===== src/rtl/tgc_pkg.sv =====
// shared constants, register indexes and types of the touch gesture classifier
`default_nettype none

package tgc_pkg;

	// fixed field widths
	localparam int THRESH_BITS   = 20;
	localparam int MARGIN_BITS   = 16;
	localparam int TIME_BITS     = 32;
	localparam int OUT_BITS      = 6;
	localparam int OUT_DATA_BITS = 8;

	// configuration port
	localparam int CFG_INDEX_BITS = 3;
	localparam int CFG_DATA_BITS  = 32;

	typedef logic [CFG_INDEX_BITS-1:0] cfg_idx_t;

	localparam cfg_idx_t REG_SWIPE_THRESHOLD = 3'd0;
	localparam cfg_idx_t REG_EDGE_MARGIN_X   = 3'd1;
	localparam cfg_idx_t REG_EDGE_MARGIN_Y   = 3'd2;
	localparam cfg_idx_t REG_GESTURE_WINDOW  = 3'd3;
	localparam cfg_idx_t REG_HOLD_DELAY      = 3'd4;

	// register reset values
	localparam logic [THRESH_BITS-1:0] RST_SWIPE_THRESHOLD = 20'd655;
	localparam logic [MARGIN_BITS-1:0] RST_EDGE_MARGIN     = 16'd1966;
	localparam logic [TIME_BITS-1:0]   RST_GESTURE_WINDOW  = 32'd2;
	localparam logic [TIME_BITS-1:0]   RST_HOLD_DELAY      = 32'd1;

	// status of the square root unit
	typedef struct packed {
		logic busy;
		logic done;
	} sqrt_stat_t;

endpackage

`default_nettype wire


===== src/rtl/tgc_isqrt.sv =====
// bit-serial integer square root, one result bit per cycle
`default_nettype none

module tgc_isqrt import tgc_pkg::*; #(
	parameter int RES_BITS = 17
) (
	input  wire logic                  clk,
	input  wire logic                  arst_n,
	input  wire logic                  start,
	input  wire logic [2*RES_BITS-1:0] operand,
	output sqrt_stat_t                 stat,
	output logic      [RES_BITS-1:0]   root
);

	localparam int CntBits = (RES_BITS > 1) ? $clog2(RES_BITS) : 1;
	localparam logic [CntBits-1:0] LastCnt = CntBits'(RES_BITS - 1);

	logic                  busy_q;
	logic [CntBits-1:0]    cnt_q;
	logic [2*RES_BITS-1:0] opnd_q;
	logic [RES_BITS:0]     rem_q;
	logic [RES_BITS-1:0]   root_q;

	logic [RES_BITS+2:0] rem_sh;
	logic [RES_BITS+2:0] trial;
	logic [RES_BITS+3:0] diff;
	logic                fits;
	logic                last;

	// bring down the next two operand bits and try the next root bit
	assign rem_sh = {rem_q, opnd_q[2*RES_BITS-1 -: 2]};
	assign trial  = {1'b0, root_q, 2'b01};
	assign diff   = {1'b0, rem_sh} - {1'b0, trial};
	assign fits   = ~diff[RES_BITS+3];
	assign last   = busy_q && (cnt_q == LastCnt);

	always_ff @(posedge clk or negedge arst_n) begin
		if (!arst_n) begin
			busy_q <= 1'b0;
			cnt_q  <= '0;
		end else if (start) begin
			busy_q <= 1'b1;
			cnt_q  <= '0;
		end else if (busy_q) begin
			cnt_q <= cnt_q + 1'b1;
			if (last) begin
				busy_q <= 1'b0;
			end
		end
	end

	always_ff @(posedge clk) begin
		if (start) begin
			opnd_q <= operand;
			rem_q  <= '0;
			root_q <= '0;
		end else if (busy_q) begin
			opnd_q <= opnd_q << 2;
			if (fits) begin
				rem_q  <= diff[RES_BITS:0];
				root_q <= {root_q[RES_BITS-2:0], 1'b1};
			end else begin
				rem_q  <= rem_sh[RES_BITS:0];
				root_q <= {root_q[RES_BITS-2:0], 1'b0};
			end
		end
	end

	assign stat.busy = busy_q;
	assign stat.done = last;
	assign root      = root_q;

	// a new root is only started on an idle unit
	a_start_idle: assert property (@(posedge clk) disable iff (!arst_n)
		start |-> !busy_q)
		else $error("square root restarted while busy");

	// done ends the run
	a_done_ends: assert property (@(posedge clk) disable iff (!arst_n)
		last |=> !busy_q)
		else $error("square root still busy after done");

	// a run keeps going until its last bit
	a_run_holds: assert property (@(posedge clk) disable iff (!arst_n)
		(busy_q && !last && !start) |=> busy_q)
		else $error("square root run cut short");

endmodule

`default_nettype wire


===== src/rtl/touch_gesture_classifier.sv =====
// top level of the touch gesture classifier
//
// channel  direction  handshake              payload
// cfg      in         cfg_valid / cfg_ready  cfg_index (register), cfg_data (value)
// s        in         s_tvalid / s_tready    s_tuser pressed, s_tdata pos_x, pos_y, now_us
// m        out        m_tvalid / m_tready    m_tdata six result flags
//
// each report runs through all of its steps before the next request is taken;
// most of its time is in the bit-serial square root, one root bit per cycle;
// the rest is capture, difference, squares, accumulate and classify
// a finished result waits in the output register while the next request is taken
// if the result register is still full and not being taken at classify time, the block waits there
// reset restores the register defaults and the idle touch state; cfg_ready stays high
`default_nettype none

module touch_gesture_classifier import tgc_pkg::*; #(
	parameter int COORD_BITS = 16,
	parameter int DIST_BITS  = 20,
	localparam int InDataBits = ((2 * COORD_BITS + TIME_BITS + 7) / 8) * 8
) (
	input  wire logic                     clk,
	input  wire logic                     arst_n,
	// configuration writes
	input  wire logic                     cfg_valid,
	output logic                          cfg_ready,
	input  wire cfg_idx_t                 cfg_index,
	input  wire logic [CFG_DATA_BITS-1:0] cfg_data,
	// touch reports
	input  wire logic                     s_tvalid,
	output logic                          s_tready,
	input  wire logic [InDataBits-1:0]    s_tdata,   // pos_x, pos_y, now_us, zero pad
	input  wire logic                     s_tuser,   // pressed
	// classification results
	output logic                          m_tvalid,
	input  wire logic                     m_tready,
	output logic [OUT_DATA_BITS-1:0]      m_tdata    // in_swipe, in_hold, in_gesture,
	                                                 // touch_changed, class_changed,
	                                                 // touch_now, zero pad
);

	// derived widths
	localparam int RootBits = COORD_BITS + 1;
	localparam int SqBits   = 2 * COORD_BITS;
	localparam int OpBits   = 2 * RootBits;
	localparam int SumBits  = ((DIST_BITS > RootBits) ? DIST_BITS : RootBits) + 1;
	localparam int CmpBits  = (DIST_BITS > THRESH_BITS) ? DIST_BITS : THRESH_BITS;
	localparam int BandBits = ((COORD_BITS > MARGIN_BITS) ? COORD_BITS : MARGIN_BITS) + 2;

	// step limit is 0.2 of the screen, truncated
	localparam logic [RootBits-1:0] StepLimit = RootBits'((64'd1 << COORD_BITS) / 5);
	localparam logic [SumBits-1:0]  DistMax   = SumBits'((64'd1 << DIST_BITS) - 1);
	localparam logic [BandBits-1:0] CoordOne  = BandBits'(1) << COORD_BITS;
	localparam logic [COORD_BITS-1:0] Centre  = COORD_BITS'(1) << (COORD_BITS - 1);

	// sequencer states
	localparam logic [2:0] ST_IDLE  = 3'd0;
	localparam logic [2:0] ST_DIFF  = 3'd1;
	localparam logic [2:0] ST_SQ    = 3'd2;
	localparam logic [2:0] ST_ROOT0 = 3'd3;
	localparam logic [2:0] ST_ROOT  = 3'd4;
	localparam logic [2:0] ST_ACC   = 3'd5;
	localparam logic [2:0] ST_FLAG  = 3'd6;

	logic [2:0] state_q;

	// configuration registers
	logic [THRESH_BITS-1:0] thresh_q;
	logic [MARGIN_BITS-1:0] margin_x_q;
	logic [MARGIN_BITS-1:0] margin_y_q;
	logic [TIME_BITS-1:0]   window_q;
	logic [TIME_BITS-1:0]   hold_dly_q;

	// captured request
	logic                  pressed_q;
	logic [COORD_BITS-1:0] x_q;
	logic [COORD_BITS-1:0] y_q;
	logic [TIME_BITS-1:0]  now_q;

	// step datapath
	logic [COORD_BITS-1:0] dx_q;
	logic [COORD_BITS-1:0] dy_q;
	logic [SqBits-1:0]     sqx_q;
	logic [SqBits-1:0]     sqy_q;

	// touch state
	logic                  last_pressed_q;
	logic [COORD_BITS-1:0] last_x_q;
	logic [COORD_BITS-1:0] last_y_q;
	logic [DIST_BITS-1:0]  dist_q;
	logic [COORD_BITS-1:0] start_x_q;
	logic [COORD_BITS-1:0] start_y_q;
	logic [TIME_BITS-1:0]  press_time_q;
	logic [TIME_BITS-1:0]  gest_time_q;
	logic                  gest_started_q;
	logic [2:0]            last_flags_q;
	logic                  touch_chg_q;

	// result register
	logic                m_tvalid_q;
	logic [OUT_BITS-1:0] out_q;

	// square root unit
	logic                sqrt_start;
	logic [OpBits-1:0]   sqrt_operand;
	sqrt_stat_t          sqrt_stat;
	logic [RootBits-1:0] root;

	// classify terms
	logic                 out_free;
	logic [SumBits-1:0]   dist_sum;
	logic [DIST_BITS-1:0] dist_sat;
	logic [TIME_BITS-1:0] hold_elapsed;
	logic [TIME_BITS-1:0] gest_elapsed;
	logic                 swipe;
	logic                 hold;
	logic                 gest_win;
	logic                 band;
	logic                 gest_start;
	logic                 gesture;
	logic [2:0]           flags;

	assign cfg_ready = 1'b1;
	assign s_tready  = (state_q == ST_IDLE);
	assign out_free  = !m_tvalid_q || m_tready;

	// sum of squares feeds the root unit as it is loaded
	assign sqrt_start   = (state_q == ST_ROOT0);
	assign sqrt_operand = OpBits'(sqx_q) + OpBits'(sqy_q);

	tgc_isqrt #(
		.RES_BITS (RootBits)
	) u_isqrt (
		.clk     (clk),
		.arst_n  (arst_n),
		.start   (sqrt_start),
		.operand (sqrt_operand),
		.stat    (sqrt_stat),
		.root    (root)
	);

	// saturating accumulate of the step
	assign dist_sum = SumBits'(dist_q) + SumBits'(root);
	assign dist_sat = (dist_sum > DistMax) ? DIST_BITS'(DistMax) : dist_sum[DIST_BITS-1:0];

	// classification, all from state settled in the accumulate cycle
	assign hold_elapsed = now_q - press_time_q;
	assign gest_elapsed = now_q - gest_time_q;
	assign swipe    = CmpBits'(dist_q) > CmpBits'(thresh_q);
	assign hold     = pressed_q && (hold_elapsed > hold_dly_q);
	assign gest_win = gest_started_q && (gest_elapsed < window_q);

	// start point near any screen edge
	assign band = (BandBits'(start_x_q) < BandBits'(margin_x_q))
		|| ((BandBits'(start_x_q) + BandBits'(margin_x_q)) > CoordOne)
		|| (BandBits'(start_y_q) < BandBits'(margin_y_q))
		|| ((BandBits'(start_y_q) + BandBits'(margin_y_q)) > CoordOne);

	assign gest_start = !gest_win && swipe && band;
	assign gesture    = gest_win || gest_start;
	assign flags      = {gesture, hold, swipe};

	// configuration writes; unknown indexes are dropped
	always_ff @(posedge clk or negedge arst_n) begin
		if (!arst_n) begin
			thresh_q   <= RST_SWIPE_THRESHOLD;
			margin_x_q <= RST_EDGE_MARGIN;
			margin_y_q <= RST_EDGE_MARGIN;
			window_q   <= RST_GESTURE_WINDOW;
			hold_dly_q <= RST_HOLD_DELAY;
		end else if (cfg_valid) begin
			case (cfg_index)
				REG_SWIPE_THRESHOLD: thresh_q   <= cfg_data[THRESH_BITS-1:0];
				REG_EDGE_MARGIN_X:   margin_x_q <= cfg_data[MARGIN_BITS-1:0];
				REG_EDGE_MARGIN_Y:   margin_y_q <= cfg_data[MARGIN_BITS-1:0];
				REG_GESTURE_WINDOW:  window_q   <= cfg_data[TIME_BITS-1:0];
				REG_HOLD_DELAY:      hold_dly_q <= cfg_data[TIME_BITS-1:0];
				default: begin
				end
			endcase
		end
	end

	// sequencer and touch state
	always_ff @(posedge clk or negedge arst_n) begin
		if (!arst_n) begin
			state_q        <= ST_IDLE;
			m_tvalid_q     <= 1'b0;
			last_pressed_q <= 1'b0;
			last_x_q       <= '0;
			last_y_q       <= '0;
			dist_q         <= '0;
			start_x_q      <= Centre;
			start_y_q      <= Centre;
			press_time_q   <= '0;
			gest_time_q    <= '0;
			gest_started_q <= 1'b0;
			last_flags_q   <= '0;
			touch_chg_q    <= 1'b0;
		end else begin
			// a new result may replace the one taken at this edge
			if (state_q == ST_FLAG && out_free) begin
				m_tvalid_q <= 1'b1;
			end else if (m_tvalid_q && m_tready) begin
				m_tvalid_q <= 1'b0;
			end
			case (state_q)
				ST_IDLE: begin
					if (s_tvalid) begin
						state_q <= ST_DIFF;
					end
				end
				ST_DIFF:  state_q <= ST_SQ;
				ST_SQ:    state_q <= ST_ROOT0;
				ST_ROOT0: state_q <= ST_ROOT;
				ST_ROOT: begin
					if (sqrt_stat.done) begin
						state_q <= ST_ACC;
					end
				end
				ST_ACC: begin
					touch_chg_q <= pressed_q != last_pressed_q;
					if (pressed_q) begin
						if (last_pressed_q) begin
							// only short steps count toward the swipe
							if (root < StepLimit) begin
								dist_q <= dist_sat;
							end
						end else begin
							// new press
							press_time_q <= now_q;
							dist_q       <= '0;
							start_x_q    <= x_q;
							start_y_q    <= y_q;
						end
					end
					last_pressed_q <= pressed_q;
					last_x_q       <= x_q;
					last_y_q       <= y_q;
					state_q        <= ST_FLAG;
				end
				ST_FLAG: begin
					if (out_free) begin
						if (gest_start) begin
							gest_time_q    <= now_q;
							gest_started_q <= 1'b1;
						end
						last_flags_q <= flags;
						state_q      <= ST_IDLE;
					end
				end
				default: state_q <= ST_IDLE;
			endcase
		end
	end

	// datapath registers
	always_ff @(posedge clk) begin
		if (s_tvalid && s_tready) begin
			pressed_q <= s_tuser;
			x_q       <= s_tdata[COORD_BITS-1:0];
			y_q       <= s_tdata[2*COORD_BITS-1:COORD_BITS];
			now_q     <= s_tdata[2*COORD_BITS+TIME_BITS-1:2*COORD_BITS];
		end
		if (state_q == ST_DIFF) begin
			dx_q <= (x_q > last_x_q) ? (x_q - last_x_q) : (last_x_q - x_q);
			dy_q <= (y_q > last_y_q) ? (y_q - last_y_q) : (last_y_q - y_q);
		end
		if (state_q == ST_SQ) begin
			sqx_q <= SqBits'(dx_q) * SqBits'(dx_q);
			sqy_q <= SqBits'(dy_q) * SqBits'(dy_q);
		end
		if (state_q == ST_FLAG && out_free) begin
			out_q <= {pressed_q, flags != last_flags_q, touch_chg_q, gesture, hold, swipe};
		end
	end

	assign m_tvalid = m_tvalid_q;
	assign m_tdata  = {{(OUT_DATA_BITS - OUT_BITS){1'b0}}, out_q};

	// a taken request always starts the step datapath
	a_accept_runs: assert property (@(posedge clk) disable iff (!arst_n)
		(s_tvalid && s_tready) |=> (state_q == ST_DIFF))
		else $error("request taken but sequencer did not start");

	// the root unit is idle whenever a request can be taken
	a_idle_root: assert property (@(posedge clk) disable iff (!arst_n)
		s_tready |-> !sqrt_stat.busy)
		else $error("root unit busy while idle");

	// a new press clears the distance and stamps the press time
	a_press_start: assert property (@(posedge clk) disable iff (!arst_n)
		(state_q == ST_ACC && pressed_q && !last_pressed_q)
		|=> (dist_q == '0 && press_time_q == $past(now_q)))
		else $error("press start not recorded");

	// a classified report lands in the result register
	a_result_out: assert property (@(posedge clk) disable iff (!arst_n)
		(state_q == ST_FLAG && out_free) |=> (m_tvalid && state_q == ST_IDLE))
		else $error("result not presented");

endmodule

`default_nettype wire

===== config.mk =====
export PLATFORM = sky130hd
export DESIGN_NAME = touch_gesture_classifier
export DESIGN_NICKNAME = d
export VERILOG_FILES = /design/src/rtl/tgc_pkg.sv /design/src/rtl/tgc_isqrt.sv /design/src/rtl/touch_gesture_classifier.sv
export SDC_FILE = /design/constraint.sdc
export NUM_CORES = 2
export LEC_CHECK = 0
export BUFFER_PORTS_ARGS = -buffer_cell sky130_fd_sc_hd__buf_4
export CORE_ASPECT_RATIO = 0.5
export CORE_UTILIZATION = 60
export CTS_CLUSTER_SIZE = 25
export DETAILED_ROUTE_END_ITERATION = 8
export PLACE_DENSITY = 0.79
export SETUP_SLACK_MARGIN = 0.3
export SYNTH_ARGS = -nofsm -noshare
export SYNTH_HDL_FRONTEND = slang
export SYNTH_HIERARCHICAL = 1
export SYNTH_SLANG_ARGS = --single-unit

===== constraint.sdc =====
create_clock -name clk -period 8.2 [get_ports clk]
set_clock_uncertainty 0.1 [all_clocks]
set_input_delay 1.64 -clock clk [delete_from_list [all_inputs] [get_ports clk]]
set_output_delay 1.64 -clock clk [all_outputs]
set_load 0.005 [all_outputs]

# After elaboration in Yosys (flattened, before gate mapping)

Index checks and enable logic that the tools add are counted.

Add/subtract/negate cells: 12
$mul: 2
Divide/modulo/power cells: 0
Magnitude comparators: 11
Equal/unequal tests: 17
Shift-type cells: 0
Multiplexer cells: 20
Bitwise logic cells: 1
Reductions and logical operators: 29

Operators with widths:

| operator                                                                        | count |
|---|---|
| 34-bit 2-to-1 mux                                                               | 2 |
| 16-bit by 16-bit multiplier with 32-bit output                                  | 2 |
| 16-bit subtractor                                                               | 4 |
| 32-bit subtractor                                                               | 2 |
| 20-bit 2-to-1 mux                                                               | 3 |
| 16-bit by 16-bit adder with 17-bit output                                       | 2 |
| 17-bit > comparator (second input constant)                                     | 2 |
| 32-bit by 32-bit adder with 33-bit output                                       | 1 |
| 16-bit > comparator                                                             | 2 |
| 32-bit > comparator                                                             | 1 |
| 16-bit less-than comparator                                                     | 2 |
| 32-bit less-than comparator                                                     | 1 |
| 16-bit 2-to-1 mux                                                               | 2 |
| 20-bit by 17-bit adder with 21-bit output                                       | 1 |
| 21-bit by 20-bit > comparator with 1-bit output (second input constant)         | 1 |
| 3-bit one-hot mux with 7 select lines                                           | 1 |
| 20-bit by 19-bit subtractor with 21-bit output                                  | 1 |
| 20-bit > comparator                                                             | 1 |
| 18-bit 2-to-1 mux                                                               | 1 |
| 17-bit by 14-bit less-than comparator with 1-bit output (second input constant) | 1 |
| 3-bit by 2-bit == test with 1-bit output (second input constant)                | 4 |
| 3-bit == test (second input constant)                                           | 4 |
| 2-bit AND reduction                                                             | 6 |
| 3-bit AND reduction                                                             | 4 |
| other kinds (16)                                                                | 41 |

Flip-flop bits (word level): 516
Bits in latches: 0
Memory bits (writable): 0
Memory bits (read-only): 0
Input port bits: 105
Output and inout bits: 11
Logic and storage cells: 124
Memories kept: 0

# Depth between registers and ports, before layout

Depth after elaboration: 8
Depth in mapped cells: 26
Mapped depth without buffers: 25

# Cells and area by module

Netlist, hierarchy kept.

Modules (own cells, without submodules):

| module                   | instances | cells each | area each (µm²) | sequential area each (µm²) |
|---|---|---|---|---|
| touch_gesture_classifier | 1         | 4,470      | 42,140.4        | 11,843.9 |
| tgc_isqrt                | 1         | 381        | 4,057.6         | 1,871.8 |

# Least setup slack after synthesis

No wires, ideal clock.

Path kind: reg2reg
Start point: register dx_q[1]
End point: register sqx_q[31] (data pin)
Library setup time: 260 ps
Data arrival time: 6,352 ps
Data required time: 7,840 ps
Setup slack: 1,489 ps
Cell stages (with the launch flop): 25
Buffers on the path: 2
Clock period less this slack: 6,711 ps
Cells stage by stage: edfxtp_1 clkbuf_1 clkbuf_1 nand2_1 inv_1 fa_1 inv_1 fa_1 inv_1 fa_1 fa_1 fa_1 inv_1 fa_1 inv_1 ha_1 a21oi_1 o221ai_1 a31o_2 o21a_1 o41a_1 a2111oi_0 o21bai_1 a221o_1 xnor2_1

Word-level cells in the longest chain between the ends: 1

RTL lines:

| element                                        | line                            | RTL |
|---|---|---|
| start: declaration                             | touch_gesture_classifier.sv:80  | `logic [COORD_BITS-1:0] dx_q;` |
| start signal: assignment                       | touch_gesture_classifier.sv:265 | `dx_q <= (x_q > last_x_q) ? (x_q - last_x_q) : (last_x_q - x_q);` |
| 16-bit by 16-bit multiplier with 32-bit output | touch_gesture_classifier.sv:269 | `sqx_q <= SqBits'(dx_q) * SqBits'(dx_q);` |
| end signal: assignment                         | touch_gesture_classifier.sv:269 |  |
| end: declaration                               | touch_gesture_classifier.sv:82  | `logic [SqBits-1:0] sqx_q;` |

Every way passes these cells.
A chain may end at the register's enable or synchronous reset.

# Worst setup path after layout

Start point: register dy_q[2]
End point: register sqy_q[28] (data pin)

Word-level cells in the longest chain between the ends: 1

RTL lines:

| element                                        | line                            | RTL |
|---|---|---|
| start: declaration                             | touch_gesture_classifier.sv:81  | `logic [COORD_BITS-1:0] dy_q;` |
| start signal: assignment                       | touch_gesture_classifier.sv:266 | `dy_q <= (y_q > last_y_q) ? (y_q - last_y_q) : (last_y_q - y_q);` |
| 16-bit by 16-bit multiplier with 32-bit output | touch_gesture_classifier.sv:270 | `sqy_q <= SqBits'(dy_q) * SqBits'(dy_q);` |
| end signal: assignment                         | touch_gesture_classifier.sv:270 |  |
| end: declaration                               | touch_gesture_classifier.sv:83  | `logic [SqBits-1:0] sqy_q;` |

Every way passes these cells.

==> metrics.md <==
| Metric | Value |
|---|---|
| Status | `finished clean` |
| Chip height | `198.2 um` |
| Share of layout cells above drive strength 1 | `0.08942` |
| Hold EP | `out_q[3]` |
| Die area | `0.07817 mm^2` |
| Clk pin slew, worst setup/hold paths | `70 ps` |
| Synthesized instance count | `4850` |
| CP arrival | `7760 ps` |
| Layout area overhead | `7.587%` |
| First-pass GRT wire length | `173200 um` |
| CTS tree | `built` |
| Tmin final | `around 7500 ps` |
| Buffers on Ports | `about 110` |
| Pre-antenna DRT Iters | `5` |
| DP HPWL | `81230 um` |
| Setup TNS Final | `0 ps` |
| Worst path max stage delay | `670 ps` |
| CP Cell Sequence | `and2_1 -> fa_1 -> inv_1 -> fa_1 -> inv_1 -> fa_1 -> inv_1 -> fa_1 -> inv_1 -> fa_1 -> inv_1 -> fa_1 -> inv_1 -> ha_1 -> and4_1 -> a221o_1 -> a31oi_1 -> a31oi_1 -> a41oi_1 -> o21ai_0 -> a211o_1 -> a21oi_1 -> xnor2_1` |
| Slowest CP cell | `edfxtp_1` |
| Antenna violations before repair | `1` |
| Endpoints failing setup | `0` |
| Hold Startpoint | `touch_chg_q` |
| Core area | `0.07569 mm^2` |
| Vias in the first global route | `34970` |
| Slew Viols, Final | `0` |
| F_max | `133.5 MHz` |
| Iter 0 DRT Violations | `between 2000 and 2500` |
| Post-CTS sizing | `0` |
| Total GRT Usage | `0.2714` |
| Final hold vios | `0` |
| Clock tree buffer depth | `3` |
| # H-tree levels | `2` |
| CP Class | `flip-flop to flip-flop` |
| Gr ovfl total | `0` |
| Max_cap viols | `0` |
| Placer congestion estimate | `0.9140` |
| Largest net degree at the start of global routing | `90` |
| R2R setup slack | `710 ps` |
| Chip width | `394.4 um` |
| Total CTS buffers | `49` |
| Synthesized area per cell | `9.524 um^2` |
| Reg2reg start | `dy_q[2]` |
| Yosys warns | `6` |
| Routed WL | `104500 um` |
| Worst Path Required | `roughly 8500 ps` |
| Row Count | `a little over 70` |
| # fillers | `~6000` |
| CP Launch Type | `flip-flop` |
| Clock sinks | `514` |
| Slew HR | `0.2629` |
| Period Utilization, post-route | `0.9136` |
| Routed Antenna Nets | `0` |
| Worst Max-Slew Pin Slew | `1106 ps` |
| Hold_buf cts | `0` |
| Starting density of the core | `0.6103` |
| DR vias | `33914` |
| Synthesized area | `0.04619 mm^2` |
| Worst-Skew Late Latency | `640 ps` |
| Worst setup EP type | `flip-flop` |
| Worst reg2reg path endpoint | `sqy_q[28]` |
| DRC violations left | `0` |
| Post-CTS setup repair buffer count | `0` |
| Worst Hold Class | `flip-flop to flip-flop` |
| WL per Instance | `roughly 18 um` |
| Nets@finish | `5881` |
| Unrepaired setup endpoints after global routing | `false` |
| Clock Root Buffer | `clkbuf_16` |
| Drt via density | `5.685` |
| Ports | `116` |
| Worst Hold Depth | `0` |
| R2R depth | `23` |
| Critical Path Fanout Max | `17` |
==> routing by layer <==
metal,GRT usage,wire [um],vias to the layer above
li1,-,-,16336
met1,0.3541,46270,16673
met3,0.02609,4111,156
met2,0.4869,51550,749
met4,0.06747,2527,0
met5,0,0,-
==> cell type report <==
cell class              instances  area, um^2  area share
well taps                    1022        1279     0.02573
clock buffers                  53        1272     0.02561
diodes                          1       2.502  0.00005035
flip-flops and latches        514       13720      0.2760
clock inverters                39       411.6    0.008283
inverters                     844        3168     0.06375
repair buffers                137        1036     0.02085
multi-input cells            3356       28810      0.5797
==> how the worst max path moves through the flow <==
stage	start	depth (start not counted)	endpoint	slack, ps
after floorplan	dx_q[1]	24	sqx_q[31]	1490
after global placement	dy_q[3]	24	sqy_q[28]	920
after detailed placement	dy_q[2]	23	sqy_q[28]	840
after CTS	dy_q[2]	23	sqy_q[28]	760
after global routing	dy_q[2]	23	sqy_q[28]	430
final	dy_q[2]	23	sqy_q[28]	710
==> per-stage QoR <==
stage / instance area [um^2] / util / worst slack, ps / hold slack, ps / instances
CTS: 49690 / 0.6566 / 761.9 / 366.3 / 5965
detailed placement: 48010 / 0.6343 / 838.6 / 346.8 / 5873
global placement: 48010 / 0.6343 / 918.5 / 336.0 / 5873
global route: 49700 / 0.6566 / 425.4 / 391.6 / 5966
finish: 49700 / 0.6566 / 708.1 / 367.1 / 5966
floorplan: 46200 / - / 1489 / 324.8 / 4852
==> layout by cell type, fill, tap and decap left out, types with 146 or more instances in the layout <==
cell	n
inv_1	844
ha_1	540
nand2_1	418
fa_1	334
o21ai_0	305
nor2_1	254
dfrtp_1	253
a21oi_1	221
edfxtp_1	199
xnor2_1	146
==> critical path: cells and delay by family, from the launching register on <==
| kind | cells | cell delay, ps |
|---|---|---|
| compound gates | 7 | 2220 |
| flops | 1 | 670 |
| buf+inv | 6 | 290 |
| xor+xnor | 1 | 80 |
| fa+ha+maj | 7 | 3330 |
| simple gates | 2 | 530 |
==> registers in the layout (all words and copies together) (netlist names), 17 cells and up <==
name            count
dist_q             20
gest_time_q        32
hold_dly_q         32
now_q              32
press_time_q       32
sqx_q              31
sqy_q              31
thresh_q           20
u_isqrt/opnd_q     34
u_isqrt/rem_q      18
u_isqrt/root       17
window_q           32
Power is left out: the tool's default activity adds up to more than one toggle a clock period on the data nets, which glitch-free logic cannot reach.
